===== config.mk =====
export PLATFORM = sky130hd
export DESIGN_NAME = hsv_to_rgb_converter_flat
export DESIGN_NICKNAME = d
export VERILOG_FILES = /design/src/hdl/hsvrgb_pkg.sv /design/src/hdl/hsvrgb_if.sv /design/src/hdl/hsvrgb_front.sv /design/src/hdl/hsvrgb_scale.sv /design/src/hdl/hsv_to_rgb_converter.sv /design/src/flat_wrapper.sv
export SDC_FILE = /design/constraint.sdc
export NUM_CORES = 2
export LEC_CHECK = 0
export ABC_AREA = 1
export BUFFER_PORTS_ARGS = -buffer_cell sky130_fd_sc_hd__buf_2
export CAP_MARGIN = 30
export CORE_MARGIN = 2
export CORE_UTILIZATION = 56
export CTS_CLUSTER_SIZE = 10
export DETAILED_ROUTE_END_ITERATION = 12
export PLACE_DENSITY = 0.77
export RECOVER_POWER = 25
export SYNTH_ARGS = -nofsm -noshare
export SYNTH_HDL_FRONTEND = slang
export SYNTH_SLANG_ARGS = --single-unit
export TNS_END_PERCENT = 100

===== constraint.sdc =====
create_clock -name clk -period 12.2 [get_ports clk]
set_clock_uncertainty 0.05 [all_clocks]
set_input_delay 1.22 -clock clk [delete_from_list [all_inputs] [get_ports clk]]
set_output_delay 1.22 -clock clk [all_outputs]
set_load 0.005 [all_outputs]

===== src/hdl/hsvrgb_pkg.sv =====
// Shared types, constants and the sector routing function for the HSV to RGB converter.
`default_nettype none

package hsvrgb_pkg;

	localparam int unsigned HUE_W    = 9;
	localparam int unsigned PCT_W    = 7;
	localparam int unsigned CHAN_W   = 8;
	localparam int unsigned DEG_W    = 6;
	localparam int unsigned VS_W     = 14;
	localparam int unsigned V60_W    = 13;
	localparam int unsigned NUM_W    = 20;
	localparam int unsigned BIAS_W   = 24;
	localparam int unsigned CEIL_SH  = 6;
	localparam int unsigned SCALED_W = BIAS_W - CEIL_SH;
	localparam int unsigned RECIP_W  = 19;
	localparam int unsigned PROD_W   = SCALED_W + RECIP_W;
	localparam int unsigned RECIP_SH = 28;
	localparam int unsigned QUOT_W   = PROD_W - RECIP_SH;

	localparam logic [HUE_W-1:0]  HUE_WRAP   = 9'd360;
	localparam logic [PCT_W-1:0]  PCT_FULL   = 7'd100;
	localparam logic [DEG_W-1:0]  SECTOR_DEG = 6'd60;
	localparam logic [BIAS_W-1:0] SCALE_MUL  = 24'd17;
	localparam logic [BIAS_W-1:0] CEIL_BIAS  = 24'd39999;
	localparam logic [RECIP_W-1:0] RECIP_625 = 19'd429497;

	typedef enum logic [2:0] {
		SEC_RED_YELLOW    = 3'd0,
		SEC_YELLOW_GREEN  = 3'd1,
		SEC_GREEN_CYAN    = 3'd2,
		SEC_CYAN_BLUE     = 3'd3,
		SEC_BLUE_MAGENTA  = 3'd4,
		SEC_MAGENTA_RED   = 3'd5
	} sector_t;

	typedef struct packed {
		logic s1;
		logic s2;
		logic s3;
	} front_en_t;

	typedef struct packed {
		logic s4;
		logic s5;
		logic s6;
	} scale_en_t;

	typedef struct packed {
		logic [NUM_W-1:0] red;
		logic [NUM_W-1:0] green;
		logic [NUM_W-1:0] blue;
	} chan_num_t;

	// Places chroma, the secondary component and zero on the channels, each plus the offset.
	// Every sum stays at or below 600000, so it fits the numerator width.
	function automatic chan_num_t route(sector_t sec, logic [NUM_W-1:0] c,
			logic [NUM_W-1:0] x, logic [NUM_W-1:0] m);
		chan_num_t res;
		res.red   = m;
		res.green = m;
		res.blue  = m;
		case (sec)
			SEC_RED_YELLOW: begin
				res.red   = c + m;
				res.green = x + m;
			end
			SEC_YELLOW_GREEN: begin
				res.red   = x + m;
				res.green = c + m;
			end
			SEC_GREEN_CYAN: begin
				res.green = c + m;
				res.blue  = x + m;
			end
			SEC_CYAN_BLUE: begin
				res.green = x + m;
				res.blue  = c + m;
			end
			SEC_BLUE_MAGENTA: begin
				res.red   = x + m;
				res.blue  = c + m;
			end
			default: begin
				res.red   = c + m;
				res.blue  = x + m;
			end
		endcase
		return res;
	endfunction

endpackage

`default_nettype wire


===== src/hdl/hsvrgb_if.sv =====
// Valid/ready channel interfaces for the HSV input pixels and the RGB result pixels.
`default_nettype none

interface hsvrgb_in_if;
	logic                             valid;
	logic                             ready;
	logic [hsvrgb_pkg::HUE_W-1:0]     hue_deg;
	logic [hsvrgb_pkg::PCT_W-1:0]     saturation_pct;
	logic [hsvrgb_pkg::PCT_W-1:0]     brightness_pct;

	modport source (output valid, output hue_deg, output saturation_pct,
		output brightness_pct, input ready);
	modport sink (input valid, input hue_deg, input saturation_pct,
		input brightness_pct, output ready);
endinterface

interface hsvrgb_out_if;
	logic                             valid;
	logic                             ready;
	logic [hsvrgb_pkg::CHAN_W-1:0]    red;
	logic [hsvrgb_pkg::CHAN_W-1:0]    green;
	logic [hsvrgb_pkg::CHAN_W-1:0]    blue;

	modport source (output valid, output red, output green, output blue, input ready);
	modport sink (input valid, input red, input green, input blue, output ready);
endinterface

`default_nettype wire


===== src/hdl/hsvrgb_front.sv =====
// Front stages: hue wrap and clamping, sector and hue distance, then chroma, secondary and offset.
`default_nettype none

module hsvrgb_front (
	input  wire logic                          clk,
	input  wire hsvrgb_pkg::front_en_t         en,
	input  wire logic [hsvrgb_pkg::HUE_W-1:0]  hue_deg,
	input  wire logic [hsvrgb_pkg::PCT_W-1:0]  saturation_pct,
	input  wire logic [hsvrgb_pkg::PCT_W-1:0]  brightness_pct,
	output hsvrgb_pkg::sector_t                sector,
	output logic [hsvrgb_pkg::NUM_W-1:0]       chroma,
	output logic [hsvrgb_pkg::NUM_W-1:0]       second,
	output logic [hsvrgb_pkg::NUM_W-1:0]       offset
);

	localparam int unsigned HueW = hsvrgb_pkg::HUE_W;
	localparam int unsigned PctW = hsvrgb_pkg::PCT_W;
	localparam int unsigned DegW = hsvrgb_pkg::DEG_W;
	localparam int unsigned VsW  = hsvrgb_pkg::VS_W;
	localparam int unsigned V60W = hsvrgb_pkg::V60_W;
	localparam int unsigned NumW = hsvrgb_pkg::NUM_W;

	logic [HueW-1:0] hue_s1;
	logic [PctW-1:0] sat_s1;
	logic [PctW-1:0] bri_s1;

	hsvrgb_pkg::sector_t sector_s2;
	logic [DegW-1:0]     dist_s2;
	logic [VsW-1:0]      vs_s2;
	logic [V60W-1:0]     v60_s2;
	logic [PctW-1:0]     sinv_s2;

	hsvrgb_pkg::sector_t sector_s3;
	logic [NumW-1:0]     chroma_s3;
	logic [NumW-1:0]     second_s3;
	logic [NumW-1:0]     offset_s3;

	logic [HueW-1:0]     hue_wrap;
	logic [PctW-1:0]     sat_clamp;
	logic [PctW-1:0]     bri_clamp;
	hsvrgb_pkg::sector_t sector_c;
	logic [HueW-1:0]     pair_base;
	logic [HueW-1:0]     hue_in_pair;
	logic [DegW-1:0]     dist_c;

	// Stage 1: the input range up to 511 needs only one wrap by 360.
	always_comb begin
		hue_wrap  = (hue_deg >= hsvrgb_pkg::HUE_WRAP) ? hue_deg - hsvrgb_pkg::HUE_WRAP : hue_deg;
		sat_clamp = (saturation_pct > hsvrgb_pkg::PCT_FULL) ? hsvrgb_pkg::PCT_FULL : saturation_pct;
		bri_clamp = (brightness_pct > hsvrgb_pkg::PCT_FULL) ? hsvrgb_pkg::PCT_FULL : brightness_pct;
	end

	always_ff @(posedge clk) begin
		if (en.s1) begin
			hue_s1 <= hue_wrap;
			sat_s1 <= sat_clamp;
			bri_s1 <= bri_clamp;
		end
	end

	// Stage 2: sector by comparison, and the distance of the hue from the middle of its
	// 120-degree pair of sectors.
	always_comb begin
		if (hue_s1 < 9'd60) begin
			sector_c  = hsvrgb_pkg::SEC_RED_YELLOW;
			pair_base = 9'd0;
		end else if (hue_s1 < 9'd120) begin
			sector_c  = hsvrgb_pkg::SEC_YELLOW_GREEN;
			pair_base = 9'd0;
		end else if (hue_s1 < 9'd180) begin
			sector_c  = hsvrgb_pkg::SEC_GREEN_CYAN;
			pair_base = 9'd120;
		end else if (hue_s1 < 9'd240) begin
			sector_c  = hsvrgb_pkg::SEC_CYAN_BLUE;
			pair_base = 9'd120;
		end else if (hue_s1 < 9'd300) begin
			sector_c  = hsvrgb_pkg::SEC_BLUE_MAGENTA;
			pair_base = 9'd240;
		end else begin
			sector_c  = hsvrgb_pkg::SEC_MAGENTA_RED;
			pair_base = 9'd240;
		end
		hue_in_pair = hue_s1 - pair_base;
		if (hue_in_pair >= HueW'(hsvrgb_pkg::SECTOR_DEG)) begin
			dist_c = DegW'(hue_in_pair - HueW'(hsvrgb_pkg::SECTOR_DEG));
		end else begin
			dist_c = DegW'(HueW'(hsvrgb_pkg::SECTOR_DEG) - hue_in_pair);
		end
	end

	always_ff @(posedge clk) begin
		if (en.s2) begin
			sector_s2 <= sector_c;
			dist_s2   <= dist_c;
			vs_s2     <= VsW'(sat_s1) * VsW'(bri_s1);
			v60_s2    <= V60W'(bri_s1) * V60W'(hsvrgb_pkg::SECTOR_DEG);
			sinv_s2   <= hsvrgb_pkg::PCT_FULL - sat_s1;
		end
	end

	// Stage 3: the three terms over the common denominator 600000.
	always_ff @(posedge clk) begin
		if (en.s3) begin
			sector_s3 <= sector_s2;
			chroma_s3 <= NumW'(vs_s2) * NumW'(hsvrgb_pkg::SECTOR_DEG);
			second_s3 <= NumW'(vs_s2) * NumW'(hsvrgb_pkg::SECTOR_DEG - dist_s2);
			offset_s3 <= NumW'(v60_s2) * NumW'(sinv_s2);
		end
	end

	assign sector = sector_s3;
	assign chroma = chroma_s3;
	assign second = second_s3;
	assign offset = offset_s3;

endmodule

`default_nettype wire


===== src/hdl/hsvrgb_scale.sv =====
// Channel scaling stages: ceiling of numerator times 255 over 600000, saturated to eight bits.
`default_nettype none

module hsvrgb_scale (
	input  wire logic                          clk,
	input  wire hsvrgb_pkg::scale_en_t         en,
	input  wire logic [hsvrgb_pkg::NUM_W-1:0]  num,
	output logic [hsvrgb_pkg::CHAN_W-1:0]      chan
);

	localparam int unsigned BiasW   = hsvrgb_pkg::BIAS_W;
	localparam int unsigned ScaledW = hsvrgb_pkg::SCALED_W;
	localparam int unsigned ProdW   = hsvrgb_pkg::PROD_W;
	localparam int unsigned QuotW   = hsvrgb_pkg::QUOT_W;
	localparam int unsigned ChanW   = hsvrgb_pkg::CHAN_W;

	logic [BiasW-1:0]   biased;
	logic [ScaledW-1:0] scaled_s4;
	logic [ProdW-1:0]   prod_s5;
	logic [QuotW-1:0]   quot;
	logic [ChanW-1:0]   chan_s6;

	// 255/600000 reduces to 17/40000. The ceiling bias is added before the split into a
	// shift by 64 and a division by 625.
	assign biased = BiasW'(num) * hsvrgb_pkg::SCALE_MUL + hsvrgb_pkg::CEIL_BIAS;

	always_ff @(posedge clk) begin
		if (en.s4) begin
			scaled_s4 <= biased[BiasW-1:hsvrgb_pkg::CEIL_SH];
		end
	end

	// Division by 625 as a multiply by the rounded-up reciprocal; exact over this input range.
	always_ff @(posedge clk) begin
		if (en.s5) begin
			prod_s5 <= ProdW'(scaled_s4) * ProdW'(hsvrgb_pkg::RECIP_625);
		end
	end

	assign quot = prod_s5[ProdW-1:hsvrgb_pkg::RECIP_SH];

	always_ff @(posedge clk) begin
		if (en.s6) begin
			chan_s6 <= (quot > QuotW'({ChanW{1'b1}})) ? {ChanW{1'b1}} : quot[ChanW-1:0];
		end
	end

	assign chan = chan_s6;

endmodule

`default_nettype wire


===== src/hdl/hsv_to_rgb_converter.sv =====
// Six register stages, s1 to s6. Throughput: one pixel per clock while pix_out is ready;
// each stage moves on when the stage after it is empty or moving, so bubbles close up
// and a stalled output holds only the stages behind it.
// The multipliers of the chroma terms and of the reciprocal division set the stage split.
// Reset (arst_n low, asynchronous) clears the valid bits; the data registers are not reset.
`default_nettype none

module hsv_to_rgb_converter (
	input  wire logic    clk,
	input  wire logic    arst_n,
	hsvrgb_in_if.sink    pix_in,
	hsvrgb_out_if.source pix_out
);

	localparam int unsigned NumW = hsvrgb_pkg::NUM_W;

	logic vld_s1, vld_s2, vld_s3, vld_s4, vld_s5, vld_s6;
	logic en_s1, en_s2, en_s3, en_s4, en_s5, en_s6;

	hsvrgb_pkg::front_en_t front_en;
	hsvrgb_pkg::scale_en_t scale_en;
	hsvrgb_pkg::sector_t   sector;
	hsvrgb_pkg::chan_num_t nums;
	logic [NumW-1:0]       chroma;
	logic [NumW-1:0]       second;
	logic [NumW-1:0]       offset;

	always_comb begin
		en_s6 = !vld_s6 || pix_out.ready;
		en_s5 = !vld_s5 || en_s6;
		en_s4 = !vld_s4 || en_s5;
		en_s3 = !vld_s3 || en_s4;
		en_s2 = !vld_s2 || en_s3;
		en_s1 = !vld_s1 || en_s2;
	end

	always_ff @(posedge clk or negedge arst_n) begin
		if (!arst_n) begin
			vld_s1 <= 1'b0;
			vld_s2 <= 1'b0;
			vld_s3 <= 1'b0;
			vld_s4 <= 1'b0;
			vld_s5 <= 1'b0;
			vld_s6 <= 1'b0;
		end else begin
			if (en_s1) vld_s1 <= pix_in.valid;
			if (en_s2) vld_s2 <= vld_s1;
			if (en_s3) vld_s3 <= vld_s2;
			if (en_s4) vld_s4 <= vld_s3;
			if (en_s5) vld_s5 <= vld_s4;
			if (en_s6) vld_s6 <= vld_s5;
		end
	end

	assign front_en = '{s1: en_s1, s2: en_s2, s3: en_s3};
	assign scale_en = '{s4: en_s4, s5: en_s5, s6: en_s6};

	hsvrgb_front u_front (
		.clk            (clk),
		.en             (front_en),
		.hue_deg        (pix_in.hue_deg),
		.saturation_pct (pix_in.saturation_pct),
		.brightness_pct (pix_in.brightness_pct),
		.sector         (sector),
		.chroma         (chroma),
		.second         (second),
		.offset         (offset)
	);

	assign nums = hsvrgb_pkg::route(sector, chroma, second, offset);

	hsvrgb_scale u_scale_red (
		.clk  (clk),
		.en   (scale_en),
		.num  (nums.red),
		.chan (pix_out.red)
	);

	hsvrgb_scale u_scale_green (
		.clk  (clk),
		.en   (scale_en),
		.num  (nums.green),
		.chan (pix_out.green)
	);

	hsvrgb_scale u_scale_blue (
		.clk  (clk),
		.en   (scale_en),
		.num  (nums.blue),
		.chan (pix_out.blue)
	);

	assign pix_in.ready  = en_s1;
	assign pix_out.valid = vld_s6;

	// With the output stage empty, every stage can move, so a beat must be taken.
	a_ready_when_drained: assert property (@(posedge clk) disable iff (!arst_n)
		!pix_out.valid |-> pix_in.ready)
		else $error("input not ready although the output stage is empty");

	// An item in the last internal stage that is allowed to move reaches the output.
	a_last_stage_moves: assert property (@(posedge clk) disable iff (!arst_n)
		(vld_s5 && en_s6) |=> pix_out.valid)
		else $error("item lost between the last two stages");

	// A full pipeline behind a stalled output must refuse new beats.
	a_full_stall_blocks: assert property (@(posedge clk) disable iff (!arst_n)
		(pix_out.valid && !pix_out.ready && vld_s1 && vld_s2 && vld_s3 && vld_s4 && vld_s5)
		|-> !pix_in.ready)
		else $error("beat accepted into a full stalled pipeline");

endmodule

`default_nettype wire

===== src/flat_wrapper.sv =====
// flat-port wrapper written by rule: the top's interface ports become plain ports
module hsv_to_rgb_converter_flat 
  (clk, arst_n, pix_in_valid, pix_in_hue_deg, pix_in_saturation_pct, pix_in_brightness_pct, pix_in_ready, pix_out_valid, pix_out_red, pix_out_green, pix_out_blue, pix_out_ready);
  hsvrgb_in_if pix_in_i ();
  hsvrgb_out_if pix_out_i ();
  input  wire logic clk;
  input  wire logic arst_n;
  input wire logic [$bits(pix_in_i.valid)-1:0] pix_in_valid;
  input wire logic [$bits(pix_in_i.hue_deg)-1:0] pix_in_hue_deg;
  input wire logic [$bits(pix_in_i.saturation_pct)-1:0] pix_in_saturation_pct;
  input wire logic [$bits(pix_in_i.brightness_pct)-1:0] pix_in_brightness_pct;
  output wire logic [$bits(pix_in_i.ready)-1:0] pix_in_ready;
  output wire logic [$bits(pix_out_i.valid)-1:0] pix_out_valid;
  output wire logic [$bits(pix_out_i.red)-1:0] pix_out_red;
  output wire logic [$bits(pix_out_i.green)-1:0] pix_out_green;
  output wire logic [$bits(pix_out_i.blue)-1:0] pix_out_blue;
  input wire logic [$bits(pix_out_i.ready)-1:0] pix_out_ready;
  assign pix_in_i.valid = pix_in_valid;
  assign pix_in_i.hue_deg = pix_in_hue_deg;
  assign pix_in_i.saturation_pct = pix_in_saturation_pct;
  assign pix_in_i.brightness_pct = pix_in_brightness_pct;
  assign pix_in_ready = pix_in_i.ready;
  assign pix_out_valid = pix_out_i.valid;
  assign pix_out_red = pix_out_i.red;
  assign pix_out_green = pix_out_i.green;
  assign pix_out_blue = pix_out_i.blue;
  assign pix_out_i.ready = pix_out_ready;
  hsv_to_rgb_converter u_core (.clk(clk), .arst_n(arst_n), .pix_in(pix_in_i), .pix_out(pix_out_i));
endmodule

==> results.json <==
{
  "drv_slew": 30,
  "die_height_um": 284,
  "area_of_the_core_um2": 77500,
  "i_o_buffers": 52,
  "final_min_period_over_clock_period_pct": 53.8,
  "r2r_slack_ns": 6.23,
  "fp-row-count": 102,
  "yosys_most_used_dff": "sky130_fd_sc_hd__edfxtp_1",
  "timing_hold_violations_final": 0,
  "htree_levels": 2,
  "cts_post_setup_buffers_inserted": 0,
  "die_outline_area_um2": 80400,
  "ant_nets": 0,
  "worstPathArrival_ns": 5.30,
  "grt_first_pass_wirelength_um": 167000,
  "fin_crit_ns": 6.57,
  "synth_edf_count": 228,
  "die_x_um": 284,
  "layout.nets": 6486,
  "worst-path-max-fanout": 61,
  "initial_utilization_pct": 56.5,
  "synth_seq_cells": 234,
  "cts_root_buf": "sky130_fd_sc_hd__clkbuf_16",
  "cp_startpoint": "pix_out_ready",
  "worst_skew_pair.late_latency_ns": 0.56,
  "setup_viol_count_final": 0,
  "r2r_end": "u_core.u_front.second[15]",
  "clock_tree_from_tritoncts": "built",
  "number_of_global_route_vias_before_repair": 34100,
  "yosysUniqueCellTypes": 60,
  "netlist_area_um2": 43800,
  "wl_um": 99600,
  "slew_headroom_pct": -18.0,
  "tightest_slew_ns": 1.77,
  "timing_worst_setup_path_type": "input pin to output pin",
  "global_route.overflow_total": 0,
  "worst_hold_path_type": "register to register",
  "max-clock-path-buffers": 3,
  "drt-pass1-iter-count": 6,
  "fmax_mhz": 152,
  "synth_nets": 6430,
  "clock_sink_total": 234,
  "drt_drc_violations_left": 0,
  "grt_setup_unrepaired": "false",
  "grt_max_degree": 62,
  "cts_buffers": 34,
  "hpwl_um": 85200,
  "run_status": "finished with violations",
  "setup-tns-final_ns": 0,
  "fillCellCount": 6687,
  "finalWeightedCongestion": 0.967,
  "worstRegToRegCells": 21,
  "first_iter_violations": 1926,
  "failed_checks": "max-capacitance violations, max-slew violations",
  "antenna_found_initial": 0,
  "crit_path_end": "pix_in_ready",
  "synth_sequential_area_ratio_pct": 16.0,
  "ys_async_sr_fraction_pct": 2.56,
  "final_layout_size_suffix_gt1_share_pct": 3.94,
  "timing.critical_path.required_ns": 10.93,
  "detail_routed_net_length_per_standard_cell_um": 16.2,
  "clk_transition_reported_paths_ns": 0.05,
  "post_cts_resized": 0,
  "synthesis.instances": 5047,
  "insertedDiodeCount": 0,
  "timing.critical_path.to_type": "output pin",
  "cts.hold.buffers_added": 0,
  "post_drt_via_cell_ratio": 5.29,
  "num_vias": 32600,
  "syn_avg_cell_area_um2": 8.67,
  "boundaryPins": 53,
  "crit_path_start_kind": "input pin",
  "grt.total_usage_pct": 25.5,
  "r2r_start": "u_core.u_front.dist_s2[0]",
  "synth_warnings": 0,
  "cap_viol_max_count": 1,
  "syn2layout_area_growth_pct": 5.72
}
worst max-delay path, stage by stage:
cell                       delay [ns]
sky130_fd_sc_hd__buf_2           0.07
sky130_fd_sc_hd__nor2_1          0.03
sky130_fd_sc_hd__inv_1           0.06
sky130_fd_sc_hd__nor2_1          0.04
sky130_fd_sc_hd__inv_1           0.04
sky130_fd_sc_hd__clkbuf_1        1.27
sky130_fd_sc_hd__nor2_1          0.29
sky130_fd_sc_hd__inv_2           0.12
sky130_fd_sc_hd__buf_4           0.59
sky130_fd_sc_hd__nor2_1          0.11
sky130_fd_sc_hd__inv_2           0.07
sky130_fd_sc_hd__buf_4           0.57
sky130_fd_sc_hd__nor2_1          0.16
sky130_fd_sc_hd__nand2_1         0.25
sky130_fd_sc_hd__buf_16          0.20
sky130_fd_sc_hd__buf_2           0.13
state kept, by name, indices dropped and copies added, names as in the netlist, 11 cells and up:
name	cells
u_core.u_front.offset	18
u_core.u_front.vs_s2	14
u_core.u_front.chroma	18
u_core.u_scale_blue.scaled_s4	18
u_core.u_front.second	20
u_core.u_scale_red.scaled_s4	18
u_core.u_front.v60_s2	11
u_core.u_scale_green.scaled_s4	18
worst min path at each step:
stage	from	to	slack, ns	cells past startpoint
floorplan	u_core.u_front.sector_s2[0]	u_core.u_front.sector[0]	0.35	0
global placement	u_core.u_front.sector_s2[2]	u_core.u_front.sector[2]	0.36	0
finish	u_core.u_front.sector_s2[0]	u_core.u_front.sector[0]	0.37	0
CTS	u_core.u_front.sector_s2[0]	u_core.u_front.sector[0]	0.38	0
global route	u_core.u_front.sector_s2[1]	u_core.u_front.sector[1]	0.38	0
detailed placement	u_core.u_front.sector_s2[0]	u_core.u_front.sector[0]	0.36	0
stage by stage:
stage / setup WS, ns / std cells / cell area, um^2 / hold WS (ns) / util [%]
after floorplan: 5.20 / 5047 / 43800 / 0.350 / -
after global placement: 6.20 / 6105 / 45200 / 0.358 / 58.3
after detailed placement: 6.32 / 6107 / 45200 / 0.358 / 58.4
after CTS: 6.22 / 6164 / 46300 / 0.376 / 59.7
after global routing: 5.22 / 6164 / 46300 / 0.381 / 59.7
final: 5.63 / 6164 / 46300 / 0.373 / 59.7
synth_stat cells, drive strengths merged, types with 11 or more instances:
master	count	area, um^2
o21ai	160	835
inv	1227	4610
nor3	35	191
xor2	115	1010
nand3	170	871
o21a	11	82.6
xnor2	52	455
or2	45	282
o211ai	14	110
nor4	15	93.8
nand2	866	3270
buf	11	76.3
ha	790	9880
clkbuf	29	109
nor2	282	1080
a21oi	287	1460
a21o	25	188
o21bai	19	154
nand4	24	150
fa	566	11300
a31oi	22	138
edfxtp	228	6850
layer usage:
layer	vias up	share of wire, %	global-route usage, %
met1	15600	43	32.5
li1	16000	-	-
met2	805	49	45.3
met3	205	4.6	2.60
met5	-	0	0
met4	0	3.5	8.35
layout by cell type (no fill, tap or decap), drive strengths merged, types with 52 or more instances in the layout:
master  synthesis  final
ha            790    790
edfxtp        228    228
a21oi         287    287
fa            566    566
xnor2          52     52
nand2         866    866
nor2          282    282
nand3         170    170
xor2          115    115
o21ai         160    160
inv          1227   1230
cell type report:
cell class | instances | area, um^2 | area share (%)
inverter | 1229 | 4620 | 9.98
sequential | 234 | 7000 | 15.1
clock inverter | 15 | 129 | 0.279
timing repair buffer | 60 | 324 | 0.701
tap | 1040 | 1300 | 2.81
multi-input combinational | 3544 | 32000 | 69.1
clock buffer | 42 | 932 | 2.02
cell families (layout without fill, tap and decap cells):
kind of cell / count (synthesis) / after routing / share of synthesized area (%)
AOI/OAI and AO/OA: 572 / 572 / 7.43
xor gates and xnor gates: 167 / 167 / 3.36
adders and majority gates: 1356 / 1356 / 48.5
buffers and inverters: 1269 / 1346 / 11.0
DFF: 234 / 234 / 16.0
and+or+nand+nor: 1449 / 1449 / 13.8
Power is left out: the tool's default activity adds up to more than one toggle a clock period on the data nets, which glitch-free logic cannot reach.
